`src/rtl/core/osem_pkg.sv`:
```
// shared codes and controller/datapath interface types for the ordered store
package osem_pkg;

  // command codes of an input transaction
  localparam logic [1:0] OP_INSERT = 2'd0;
  localparam logic [1:0] OP_DELETE = 2'd1;
  localparam logic [1:0] OP_PEEK   = 2'd2;

  // result status codes
  localparam logic [1:0] ST_OK    = 2'd0;
  localparam logic [1:0] ST_EMPTY = 2'd1;
  localparam logic [1:0] ST_FULL  = 2'd2;

  localparam int unsigned DataW  = 32;
  localparam int unsigned CountW = 5;

  // controller to datapath commands
  typedef struct packed {
    logic take;      // input transaction accepted
    logic scan;      // maximum search in progress
    logic shift;     // compaction in progress
    logic dec;       // compaction finished, drop one entry
    logic load_out;  // move pending result into output register
  } cmd_t;

  // datapath to controller status
  typedef struct packed {
    logic full;
    logic empty;
    logic scan_last;   // last entry of the search is being compared
    logic shift_done;  // all later entries have moved down
  } sts_t;

endpackage

```
`src/rtl/core/osem_ram.sv`:
```
// generic simple dual-port ram with registered read
module osem_ram #(
  parameter int unsigned WIDTH = 32,
  parameter int unsigned DEPTH = 16
) (
  input  logic                     clk_i,
  input  logic                     wr_en_i,
  input  logic [$clog2(DEPTH)-1:0] wr_addr_i,
  input  logic [WIDTH-1:0]         wr_data_i,
  input  logic                     rd_en_i,
  input  logic [$clog2(DEPTH)-1:0] rd_addr_i,
  output logic [WIDTH-1:0]         rd_data_o
);

  logic [WIDTH-1:0] mem_q [DEPTH];
  logic [WIDTH-1:0] rd_data_q;

  // write port
  always_ff @(posedge clk_i) begin
    if (wr_en_i) begin
      mem_q[wr_addr_i] <= wr_data_i;
    end
  end

  // registered read port
  always_ff @(posedge clk_i) begin
    if (rd_en_i) begin
      rd_data_q <= mem_q[rd_addr_i];
    end
  end

  assign rd_data_o = rd_data_q;

endmodule

```
`src/rtl/core/osem_ctrl.sv`:
```
// controller state machine for the ordered store
module osem_ctrl (
  input  logic               clk_i,
  input  logic               rst_ni,
  input  logic               in_valid_i,
  output logic               in_ready_o,
  input  logic [1:0]         op_i,
  output logic               out_valid_o,
  input  logic               out_ready_i,
  input  osem_pkg::sts_t     sts_i,
  output osem_pkg::cmd_t     cmd_o
);

  typedef enum logic [3:0] {
    S_IDLE  = 4'b0001,
    S_SCAN  = 4'b0010,
    S_SHIFT = 4'b0100,
    S_DONE  = 4'b1000
  } state_e;

  state_e state_q, state_d;
  logic   is_del_q, is_del_d;
  logic   out_vld_q, out_vld_d;

  // next state and commands
  always_comb begin
    state_d  = state_q;
    is_del_d = is_del_q;
    cmd_o    = '0;
    unique case (state_q)
      S_IDLE: begin
        if (in_valid_i) begin
          cmd_o.take = 1'b1;
          is_del_d   = (op_i == osem_pkg::OP_DELETE);
          unique case (op_i) inside
            osem_pkg::OP_DELETE, osem_pkg::OP_PEEK: begin
              state_d = sts_i.empty ? S_DONE : S_SCAN;
            end
            default: state_d = S_DONE;
          endcase
        end
      end
      S_SCAN: begin
        cmd_o.scan = 1'b1;
        if (sts_i.scan_last) begin
          state_d = is_del_q ? S_SHIFT : S_DONE;
        end
      end
      S_SHIFT: begin
        cmd_o.shift = 1'b1;
        if (sts_i.shift_done) begin
          cmd_o.dec = 1'b1;
          state_d   = S_DONE;
        end
      end
      S_DONE: begin
        if (!out_vld_q || out_ready_i) begin
          cmd_o.load_out = 1'b1;
          state_d        = S_IDLE;
        end
      end
      default: state_d = S_IDLE;
    endcase
  end

  // output valid flag
  always_comb begin
    if (cmd_o.load_out) begin
      out_vld_d = 1'b1;
    end else if (out_ready_i) begin
      out_vld_d = 1'b0;
    end else begin
      out_vld_d = out_vld_q;
    end
  end

  always_ff @(posedge clk_i or negedge rst_ni) begin
    if (!rst_ni) begin
      state_q   <= S_IDLE;
      is_del_q  <= 1'b0;
      out_vld_q <= 1'b0;
    end else begin
      state_q   <= state_d;
      is_del_q  <= is_del_d;
      out_vld_q <= out_vld_d;
    end
  end

  assign in_ready_o  = (state_q == S_IDLE);
  assign out_valid_o = out_vld_q;

endmodule

```
`src/rtl/core/osem_dp.sv`:
```
// datapath: entry ram, fill count, maximum search, compaction and result registers
module osem_dp #(
  parameter int unsigned CAPACITY = 16
) (
  input  logic                                clk_i,
  input  logic                                rst_ni,
  input  logic [1:0]                          op_i,
  input  logic signed [osem_pkg::DataW-1:0]   data_value_i,
  input  osem_pkg::cmd_t                      cmd_i,
  output osem_pkg::sts_t                      sts_o,
  output logic signed [osem_pkg::DataW-1:0]   found_value_o,
  output logic [1:0]                          status_o,
  output logic [osem_pkg::CountW-1:0]         entry_count_o
);

  localparam int unsigned AddrW = $clog2(CAPACITY);
  localparam int unsigned CntW  = $clog2(CAPACITY + 1);
  localparam logic [CntW-1:0] CntMax = CntW'(CAPACITY);

  logic [CntW-1:0]  cnt_q, cnt_d;
  logic [CntW-1:0]  ptr_q, ptr_d;
  logic             rd_vld_q;
  logic [AddrW-1:0] rd_idx_q;
  logic signed [osem_pkg::DataW-1:0] best_q, best_d;
  logic [AddrW-1:0] best_idx_q, best_idx_d;
  logic signed [osem_pkg::DataW-1:0] res_found_q, res_found_d;
  logic [1:0]       res_status_q, res_status_d;
  logic signed [osem_pkg::DataW-1:0] found_q;
  logic [1:0]       status_q;
  logic [osem_pkg::CountW-1:0] count_q;

  logic                          rd_en;
  logic [osem_pkg::DataW-1:0]    rd_data;
  logic                          wr_en;
  logic [AddrW-1:0]              wr_addr;
  logic [osem_pkg::DataW-1:0]    wr_data;
  logic                          ins_ok;
  logic                          take_better;

  // status towards the controller
  assign sts_o.full       = (cnt_q == CntMax);
  assign sts_o.empty      = (cnt_q == '0);
  assign sts_o.scan_last  = rd_vld_q && ({{(CntW-AddrW){1'b0}}, rd_idx_q} == cnt_q - 1'b1);
  assign sts_o.shift_done = !rd_vld_q && (ptr_q >= cnt_q);

  assign ins_ok = cmd_i.take && (op_i == osem_pkg::OP_INSERT) && !sts_o.full;

  // read issue during search and compaction
  assign rd_en = (cmd_i.scan || cmd_i.shift) && (ptr_q < cnt_q);

  // write port: append on insert, move down one place on compaction
  always_comb begin
    if (ins_ok) begin
      wr_en   = 1'b1;
      wr_addr = cnt_q[AddrW-1:0];
      wr_data = data_value_i;
    end else begin
      wr_en   = cmd_i.shift && rd_vld_q;
      wr_addr = rd_idx_q - 1'b1;
      wr_data = rd_data;
    end
  end

  osem_ram #(
    .WIDTH(osem_pkg::DataW),
    .DEPTH(CAPACITY)
  ) u_ram (
    .clk_i     (clk_i),
    .wr_en_i   (wr_en),
    .wr_addr_i (wr_addr),
    .wr_data_i (wr_data),
    .rd_en_i   (rd_en),
    .rd_addr_i (ptr_q[AddrW-1:0]),
    .rd_data_o (rd_data)
  );

  // running maximum, earliest entry wins a tie
  assign take_better = (rd_idx_q == '0) || ($signed(rd_data) > best_q);

  always_comb begin
    best_d     = best_q;
    best_idx_d = best_idx_q;
    if (cmd_i.scan && rd_vld_q && take_better) begin
      best_d     = $signed(rd_data);
      best_idx_d = rd_idx_q;
    end
  end

  // read pointer and fill count
  always_comb begin
    ptr_d = ptr_q;
    cnt_d = cnt_q;
    if (cmd_i.take) begin
      ptr_d = '0;
    end else if (cmd_i.scan && sts_o.scan_last) begin
      ptr_d = {{(CntW-AddrW){1'b0}}, best_idx_d} + 1'b1;
    end else if (rd_en) begin
      ptr_d = ptr_q + 1'b1;
    end
    if (ins_ok) begin
      cnt_d = cnt_q + 1'b1;
    end else if (cmd_i.dec) begin
      cnt_d = cnt_q - 1'b1;
    end
  end

  // pending result
  always_comb begin
    res_found_d  = res_found_q;
    res_status_d = res_status_q;
    if (cmd_i.take) begin
      res_found_d = '0;
      case (op_i) inside
        osem_pkg::OP_INSERT: begin
          res_status_d = sts_o.full ? osem_pkg::ST_FULL : osem_pkg::ST_OK;
        end
        osem_pkg::OP_DELETE, osem_pkg::OP_PEEK: begin
          res_status_d = sts_o.empty ? osem_pkg::ST_EMPTY : osem_pkg::ST_OK;
        end
        default: res_status_d = osem_pkg::ST_OK;
      endcase
    end else if (cmd_i.scan && sts_o.scan_last) begin
      res_found_d = best_d;
    end
  end

  // control registers
  always_ff @(posedge clk_i or negedge rst_ni) begin
    if (!rst_ni) begin
      cnt_q    <= '0;
      ptr_q    <= '0;
      rd_vld_q <= 1'b0;
    end else begin
      cnt_q    <= cnt_d;
      ptr_q    <= ptr_d;
      rd_vld_q <= rd_en;
    end
  end

  // payload registers
  always_ff @(posedge clk_i) begin
    if (rd_en) begin
      rd_idx_q <= ptr_q[AddrW-1:0];
    end
    best_q       <= best_d;
    best_idx_q   <= best_idx_d;
    res_found_q  <= res_found_d;
    res_status_q <= res_status_d;
    if (cmd_i.load_out) begin
      found_q  <= res_found_q;
      status_q <= res_status_q;
      count_q  <= osem_pkg::CountW'(cnt_q);
    end
  end

  assign found_value_o = found_q;
  assign status_o      = status_q;
  assign entry_count_o = count_q;

endmodule

```
`src/rtl/core/ordered_store_extract_max_unit.sv`:
```
// top level of the ordered store with extract-max
// insert, op 3 and empty/full errors go from acceptance straight to the result; peek scans
// all N entries for the maximum; delete then compacts, moving each later entry down one place
// one transaction at a time; the next is taken once the result is loaded, while that result waits
// reset clears the fill count and handshake state; the ram is not cleared
module ordered_store_extract_max_unit #(
  parameter int unsigned CAPACITY = 16
) (
  input  logic                                clk_i,
  input  logic                                rst_ni,
  input  logic                                in_valid_i,
  output logic                                in_ready_o,
  input  logic [1:0]                          op_i,
  input  logic signed [osem_pkg::DataW-1:0]   data_value_i,
  output logic                                out_valid_o,
  input  logic                                out_ready_i,
  output logic signed [osem_pkg::DataW-1:0]   found_value_o,
  output logic [1:0]                          status_o,
  output logic [osem_pkg::CountW-1:0]         entry_count_o
);

  osem_pkg::cmd_t cmd;
  osem_pkg::sts_t sts;

  osem_ctrl u_ctrl (
    .clk_i       (clk_i),
    .rst_ni      (rst_ni),
    .in_valid_i  (in_valid_i),
    .in_ready_o  (in_ready_o),
    .op_i        (op_i),
    .out_valid_o (out_valid_o),
    .out_ready_i (out_ready_i),
    .sts_i       (sts),
    .cmd_o       (cmd)
  );

  osem_dp #(
    .CAPACITY(CAPACITY)
  ) u_dp (
    .clk_i         (clk_i),
    .rst_ni        (rst_ni),
    .op_i          (op_i),
    .data_value_i  (data_value_i),
    .cmd_i         (cmd),
    .sts_o         (sts),
    .found_value_o (found_value_o),
    .status_o      (status_o),
    .entry_count_o (entry_count_o)
  );

endmodule

```
`config.mk`:
```
export PLATFORM = sky130hd
export DESIGN_NAME = ordered_store_extract_max_unit
export DESIGN_NICKNAME = d
export VERILOG_FILES = /design/src/rtl/core/osem_pkg.sv /design/src/rtl/core/osem_ram.sv /design/src/rtl/core/osem_ctrl.sv /design/src/rtl/core/osem_dp.sv /design/src/rtl/core/ordered_store_extract_max_unit.sv
export SDC_FILE = /design/constraint.sdc
export NUM_CORES = 1
export LEC_CHECK = 0
export ABC_AREA = 1
export CAP_MARGIN = 10
export CELL_PAD_IN_SITES_DETAIL_PLACEMENT = 0
export CELL_PAD_IN_SITES_GLOBAL_PLACEMENT = 1
export CORE_UTILIZATION = 55
export DETAILED_ROUTE_END_ITERATION = 7
export DONT_BUFFER_PORTS = 1
export PLACE_DENSITY_LB_ADDON = 0.1
export SLEW_MARGIN = 25
export SYNTH_ARGS = -nofsm -noshare
export SYNTH_HDL_FRONTEND = slang
export SYNTH_SLANG_ARGS = --single-unit
```
`constraint.sdc`:
```
create_clock -name clk_i -period 8.5 [get_ports clk_i]
set_clock_uncertainty 0.05 [all_clocks]
set_input_delay 0.85 -clock clk_i [delete_from_list [all_inputs] [get_ports clk_i]]
set_output_delay 0.85 -clock clk_i [all_outputs]
set_load 0.02 [all_outputs]
```
## After elaboration in Yosys (flattened, before gate mapping)

Memories as Yosys holds them, arrays and structs flattened. A register that Yosys moved wholly into a read port is not among the register bits.
Index checks and enable logic that the tools add are counted.

- Register bits after elaboration: 130
- Memory bits (writable): 512
- Memories kept: 1

- Add/sub/neg operators: 5
- $lt $le $gt $ge: 3
- Equality and inequality tests: 12
- Mux-type cells: 33
- Reduce and logical (&&, ||, !) cells: 24

Memories:

| name | depth | bits a word | rd ports | clocked after memory_dff | wr ports | line | text |
|---|---|---|---|---|---|---|---|
| u_dp.u_ram.mem_q | 16 | 32 | 1 | 1 | 1 | osem_ram.sv:15 | `logic [WIDTH-1:0] mem_q [DEPTH];` |

Operators by type and width:

| kind | count |
|---|---|
| 2-to-1 mux 32 bit | 2 |
| 2-to-1 mux 4 bit | 9 |
| greater-than comparator 32 bit | 1 |
| 2-to-1 mux 5 bit | 5 |
| case mux 4 bit (4 select lines) | 1 |
| 2-to-1 mux 1 bit | 12 |
| adder 5 x 1 -> 5 bit (second input constant) | 2 |
| logical AND 1 bit | 9 |
| 2-to-1 mux 2 bit | 4 |
| adder 4 x 1 -> 5 bit (second input constant) | 1 |
| == test 4 x 5 -> 1 bit | 1 |
| == test 5 bit (second input constant) | 1 |
| >= comparator 5 bit | 1 |
| zero test 5 bit | 1 |
| < comparator 5 bit | 1 |
| subtractor 5 x 1 -> 5 bit (second input constant) | 1 |
| == test 4 x 1 -> 1 bit (second input constant) | 1 |
| == test 4 x 2 -> 1 bit (second input constant) | 1 |
| == test 4 x 3 -> 1 bit (second input constant) | 1 |
| == test 4 bit (second input constant) | 1 |
| zero test 4 bit | 1 |
| inequality test 2 x 1 -> 1 bit (second input constant) | 2 |
| inequality test 2 bit (second input constant) | 2 |
| AND reduction 4 bit | 1 |
| other kinds (10) | 15 |

## Logic depth before layout (Yosys ltp)

- Word-level depth: 9
- Gate-level depth with buffers: 24

## Cells and area by module

Synthesis repeated with hierarchy kept, for this count alone.

- Cell total of the unflattened synthesis: 2894
- Area total of the unflattened synthesis: 29413.2 um^2

By module, submodules not included:

| module | times used | cells each | area an instance (um^2) | sequential area each (um^2) |
|---|---|---|---|---|
| osem_ram | 1 | 2120 | 23050.9 | 16335.7 |
| osem_dp | 1 | 713 | 5950.7 | 2987.9 |
| osem_ctrl | 1 | 61 | 411.6 | 151.4 |

## Least setup slack after synthesis

Ideal clock, no wire load.

- Path kind: register -> register
- From: register u_dp.ptr_q[0]
- To: register u_dp.ptr_q[2]
- Arrival: 3.743 ns
- Path slack: 4.625 ns
- Cell stages (with the launch flop): 12
- Cell sequence: dfrtp_1 buf_2 inv_2 clkbuf_1 clkbuf_1 ha_1 o221ai_1 nor2_1 nor2_2 nor2_2 nand2_1 o22ai_1

RTL lines:

| what | line | text |
|---|---|---|
| start, declared | osem_dp.sv:21 | `logic [CntW-1:0] ptr_q, ptr_d;` |
| start signal, assigned | osem_dp.sv:135 | `ptr_q <= ptr_d;` |
| < comparator 5 bit | osem_dp.sv:49 | `assign rd_en = (cmd_i.scan \|\| cmd_i.shift) && (ptr_q < cnt_q);` |
| logical AND 1 bit | osem_dp.sv:49 |  |
| net u_dp.rd_en | osem_dp.sv:32 | `logic rd_en;` |
| nonzero test 3 bit (no source line) | - |  |

The timed path passes the listed nets, and every way through them passes these cells. The select of a mux whose other input is x is not followed.
A chain may end at the register's enable or synchronous reset.

## Worst setup path after layout

- From: register u_dp.ptr_q[0]
- To: register u_dp.u_ram.rd_data_q[13] (netlist: u_dp.u_ram.rd_data_o[13]) (read register of u_dp.u_ram.mem_q), data pin

- Word-level cells in the longest chain between the ends: 2

Ends and longest elaborated chain:

| what | line | text |
|---|---|---|
| < comparator 5 bit | osem_dp.sv:49 |  |
| logical AND 1 bit | osem_dp.sv:49 |  |
| end, declared | osem_ram.sv:16 | `logic [WIDTH-1:0] rd_data_q;` |

Parallel ways exist; a longest one is shown, timed or not.

==> impl_metrics.ini <==
[route]
first_pass_iters = 5
ant_nets = 0
drt_iter0_markers = 1602
drc = 0
vias_per_cell = 5.89
wl_um = 62700
vias = 16108
wl_per_cell_um = 22.9

[worst_setup_path]
cp.depth = 6
crit_type = register to register
crit_chain = buf_4 -> buf_4 -> mux2i_1 -> o221ai_1 -> o211ai_1 -> nand2_1
cp-end-kind = register
slowest_delay_ps = 1010
r2r_end = u_dp.u_ram.rd_data_o[13]$_DFFE_PP_
worstPathRequired_ps = 8760
crit_buf_inv = 2
crit_path_start_kind = register
r2r_start = u_dp.ptr_q[0]$_DFFE_PN0P_
critical_path.endpoint = u_dp.u_ram.rd_data_o[13]$_DFFE_PP_
cp_max_fo = 67
critPathLaunch = u_dp.ptr_q[0]$_DFFE_PN0P_
path_delay_family = buffers and inverters
slowest_stage = dfrtp_4
arrival_ps = 4060
r2r_slack_ps = 4700
r2r_cells = 6
path_common_cell = buf_4

[synth]
yosysWarningCount = 0
synth_edf_count = 589
ys_ff_latch = 674
synth-main-ff-cell = edfxtp_1
synthArstFlopShare_pct = 2.52
synthesis.area_sq_um = 27300
synthesis.nets = 2080
avgSynthCellArea_sq_um = 13.7
yosysSeqAreaShare_pct = 71.3
syn_inst = 1998
ys_types = 47

[global_routing]
antenna_found_initial = 0
grt_usage_pct = 25.2
grt_pass1_wl_um = 94100
grt_overflow_total = 0
grt_pass1_vias = 15205
grt_max_degree = 79

[place]
port_buffers = 0
routabilityCongestion = 0.851
dp_cells = 2610
dpl.hpwl_um = 39500
place_ws_ps = 4610
place_area_sq_um = 28600

[die]
start_util_pct = 55.8
die_h_um = 225
io_pins = 79
die_width_um = 225
coreArea_sq_um = 49000
num_rows = 81
dieArea_sq_um = 50600

[timing]
drv_slew = 0
max_clock_freq_ghz = 0.263
slew_headroom_pct = 32.5
setup_tns_ps = 0
fin_hold_ws_ps = 38.2
hold_violations = 0
rsz0062_at_grt = false
setup_ws_ps = 4700
tightest_slew_ps = 1010
setup_viol = 0
min_period_ps = 3800
period_share_pct = 44.7

[clock_tree]
cts.path.max_buffers = 3
clk_pin_slew_worst_paths_ps = 60
cts-resized-gates = 0
cts_tree = done
cts_sinks = 674
cts_buffers = 70
root_buffer = clkbuf_16
htree_levels = 3
cts_setup_buffers = 0
clkLatencyLatePin_ps = 600

[min_path]
min_path_type = primary input to async pin

[power]
power_density_nw_per_um2 = 322
total_power_mw = 9.93
power.leakage_nw = 10.4
ir_worst_vdd_v = 0.000259

[cells_and_area]
antennaDiodeCount = 0
fin_cells = 2737
syn2layout_area_growth_pct = 12.9
final_util_pct = 63.0
fin_nets = 2103
final_cell_area_sq_um = 30900
drive_above_1_share_pct = 14.1
n_fill_cell = 3652

[outcome]
status = complete, no violations

[flow_run]
drv_cap = 0
worst register-to-register path, cell delays in order (launching register included):
cell,delay (ps)
dfrtp_4,1010
buf_4,750
buf_4,760
mux2i_1,340
o221ai_1,140
o211ai_1,310
nand2_1,150
cell usage in the layout (no fill, tap or decap), drive strengths merged, types with 3 or more instances in the layout:
cell type  count
nand4          6
xor2           7
edfxtp       589
nor2         243
o22ai          5
buf           66
mux2i         96
o221ai        98
a21o           3
o211ai        32
o21ai        209
a22o          33
dfrtp         16
and2           4
a21oi         12
clkinv        28
nand2        189
nand3         61
dfxtp         68
inv          124
nor3           5
clkbuf        88
o32ai         30
bufinv         5
ha            44
how the worst min path moves through the flow:
stage | slack, ps | cells past startpoint | start | to
global placement | 370 | 0 | u_dp.res_found_q[9]$_SDFFE_PP0P_ | u_dp.found_value_o[9]$_DFFE_PP_
global route | 10 | 0 | rst_ni | u_ctrl.state_q[0]$_DFFE_PN1P_
detailed placement | 360 | 0 | u_dp.res_found_q[22]$_SDFFE_PP0P_ | u_dp.found_value_o[22]$_DFFE_PP_
floorplan | 350 | 0 | u_dp.res_status_q[0]$_SDFFCE_PN0P_ | u_dp.status_o[0]$_DFFE_PP_
CTS | 10 | 0 | rst_ni | u_ctrl.state_q[0]$_DFFE_PN1P_
finish | 40 | 0 | rst_ni | u_ctrl.state_q[0]$_DFFE_PN1P_
cell type report:
type,instances,area [sq um],area share [%]
tap,664,831,2.69
sequential,674,19500,63.2
clock buffer,88,1880,6.10
inverter,122,460,1.49
clock inverter,36,300,0.973
multi-input combinational,1086,7030,22.8
timing repair buffer,67,871,2.82
metal layers:
metal | share of wire [%] | GRT usage [%] | vias to the layer above
li1 | - | - | 7486
met1 | 46 | 38.5 | 7921
met2 | 43 | 36.1 | 598
met3 | 8.2 | 6.02 | 103
met4 | 2.1 | 6.76 | 0
met5 | 0 | 0 | -
Yosys cell counts (13+ instances only):
cell | n | area, sq um
buf_2 | 19 | 95.1
dfxtp_1 | 68 | 1360
o21ai_0 | 174 | 871
inv_1 | 109 | 409
edfxtp_1 | 589 | 17700
clkbuf_1 | 86 | 323
inv_2 | 13 | 48.8
dfrtp_1 | 16 | 400
mux2i_1 | 96 | 961
o221ai_1 | 98 | 858
nor2_1 | 235 | 882
ha_1 | 44 | 551
nand2_2 | 27 | 169
o21ai_2 | 30 | 263
a22o_1 | 33 | 289
nand2_4 | 17 | 191
nand3_1 | 54 | 270
o211ai_1 | 32 | 240
nand2_1 | 145 | 544
o32ai_1 | 30 | 263
logic make-up after synthesis:
logic type      Yosys count  share of synthesized area (%)
simple gates            511                           8.54
fa+ha+maj                44                           2.01
compound gates          426                           10.8
flops                   674                           71.3
mux                      96                           3.52
xor+xnor                  9                          0.288
buf+inv                 238                           3.55
sequential cells by signal (all words and copies together) (netlist names):
| name | cells |
|---|---|
| u_ctrl.out_valid_o | 1 |
| u_ctrl.state_q | 4 |
| u_dp.best_q | 32 |
| u_dp.rd_idx_q | 4 |
| u_dp.ptr_q | 5 |
| u_dp.status_o | 2 |
| u_dp.best_idx_q | 4 |
| u_dp.u_ram.mem_q | 512 |
| u_dp.res_found_q | 32 |
| u_dp.entry_count_o | 5 |
| u_dp.rd_vld_q | 1 |
| u_dp.res_status_q | 2 |
| u_dp.found_value_o | 32 |
| u_ctrl.is_del_q | 1 |
| u_dp.cnt_q | 5 |
| u_dp.u_ram.rd_data_o | 32 |
timing repair:
action / 4_1_cts / 5_1_grt
endpoints found under the setup margin: 0 / 0
hold endpoints to repair: 16 / 0
hold buffers: 1 / 0
report_power, final:
group          switching, mW  internal (mW)  total [mW]
sequential             0.267           4.02        4.29
clock                   1.22           1.72        2.94
combinational           1.88          0.821        2.70
(Power assumes the default switching activity.)
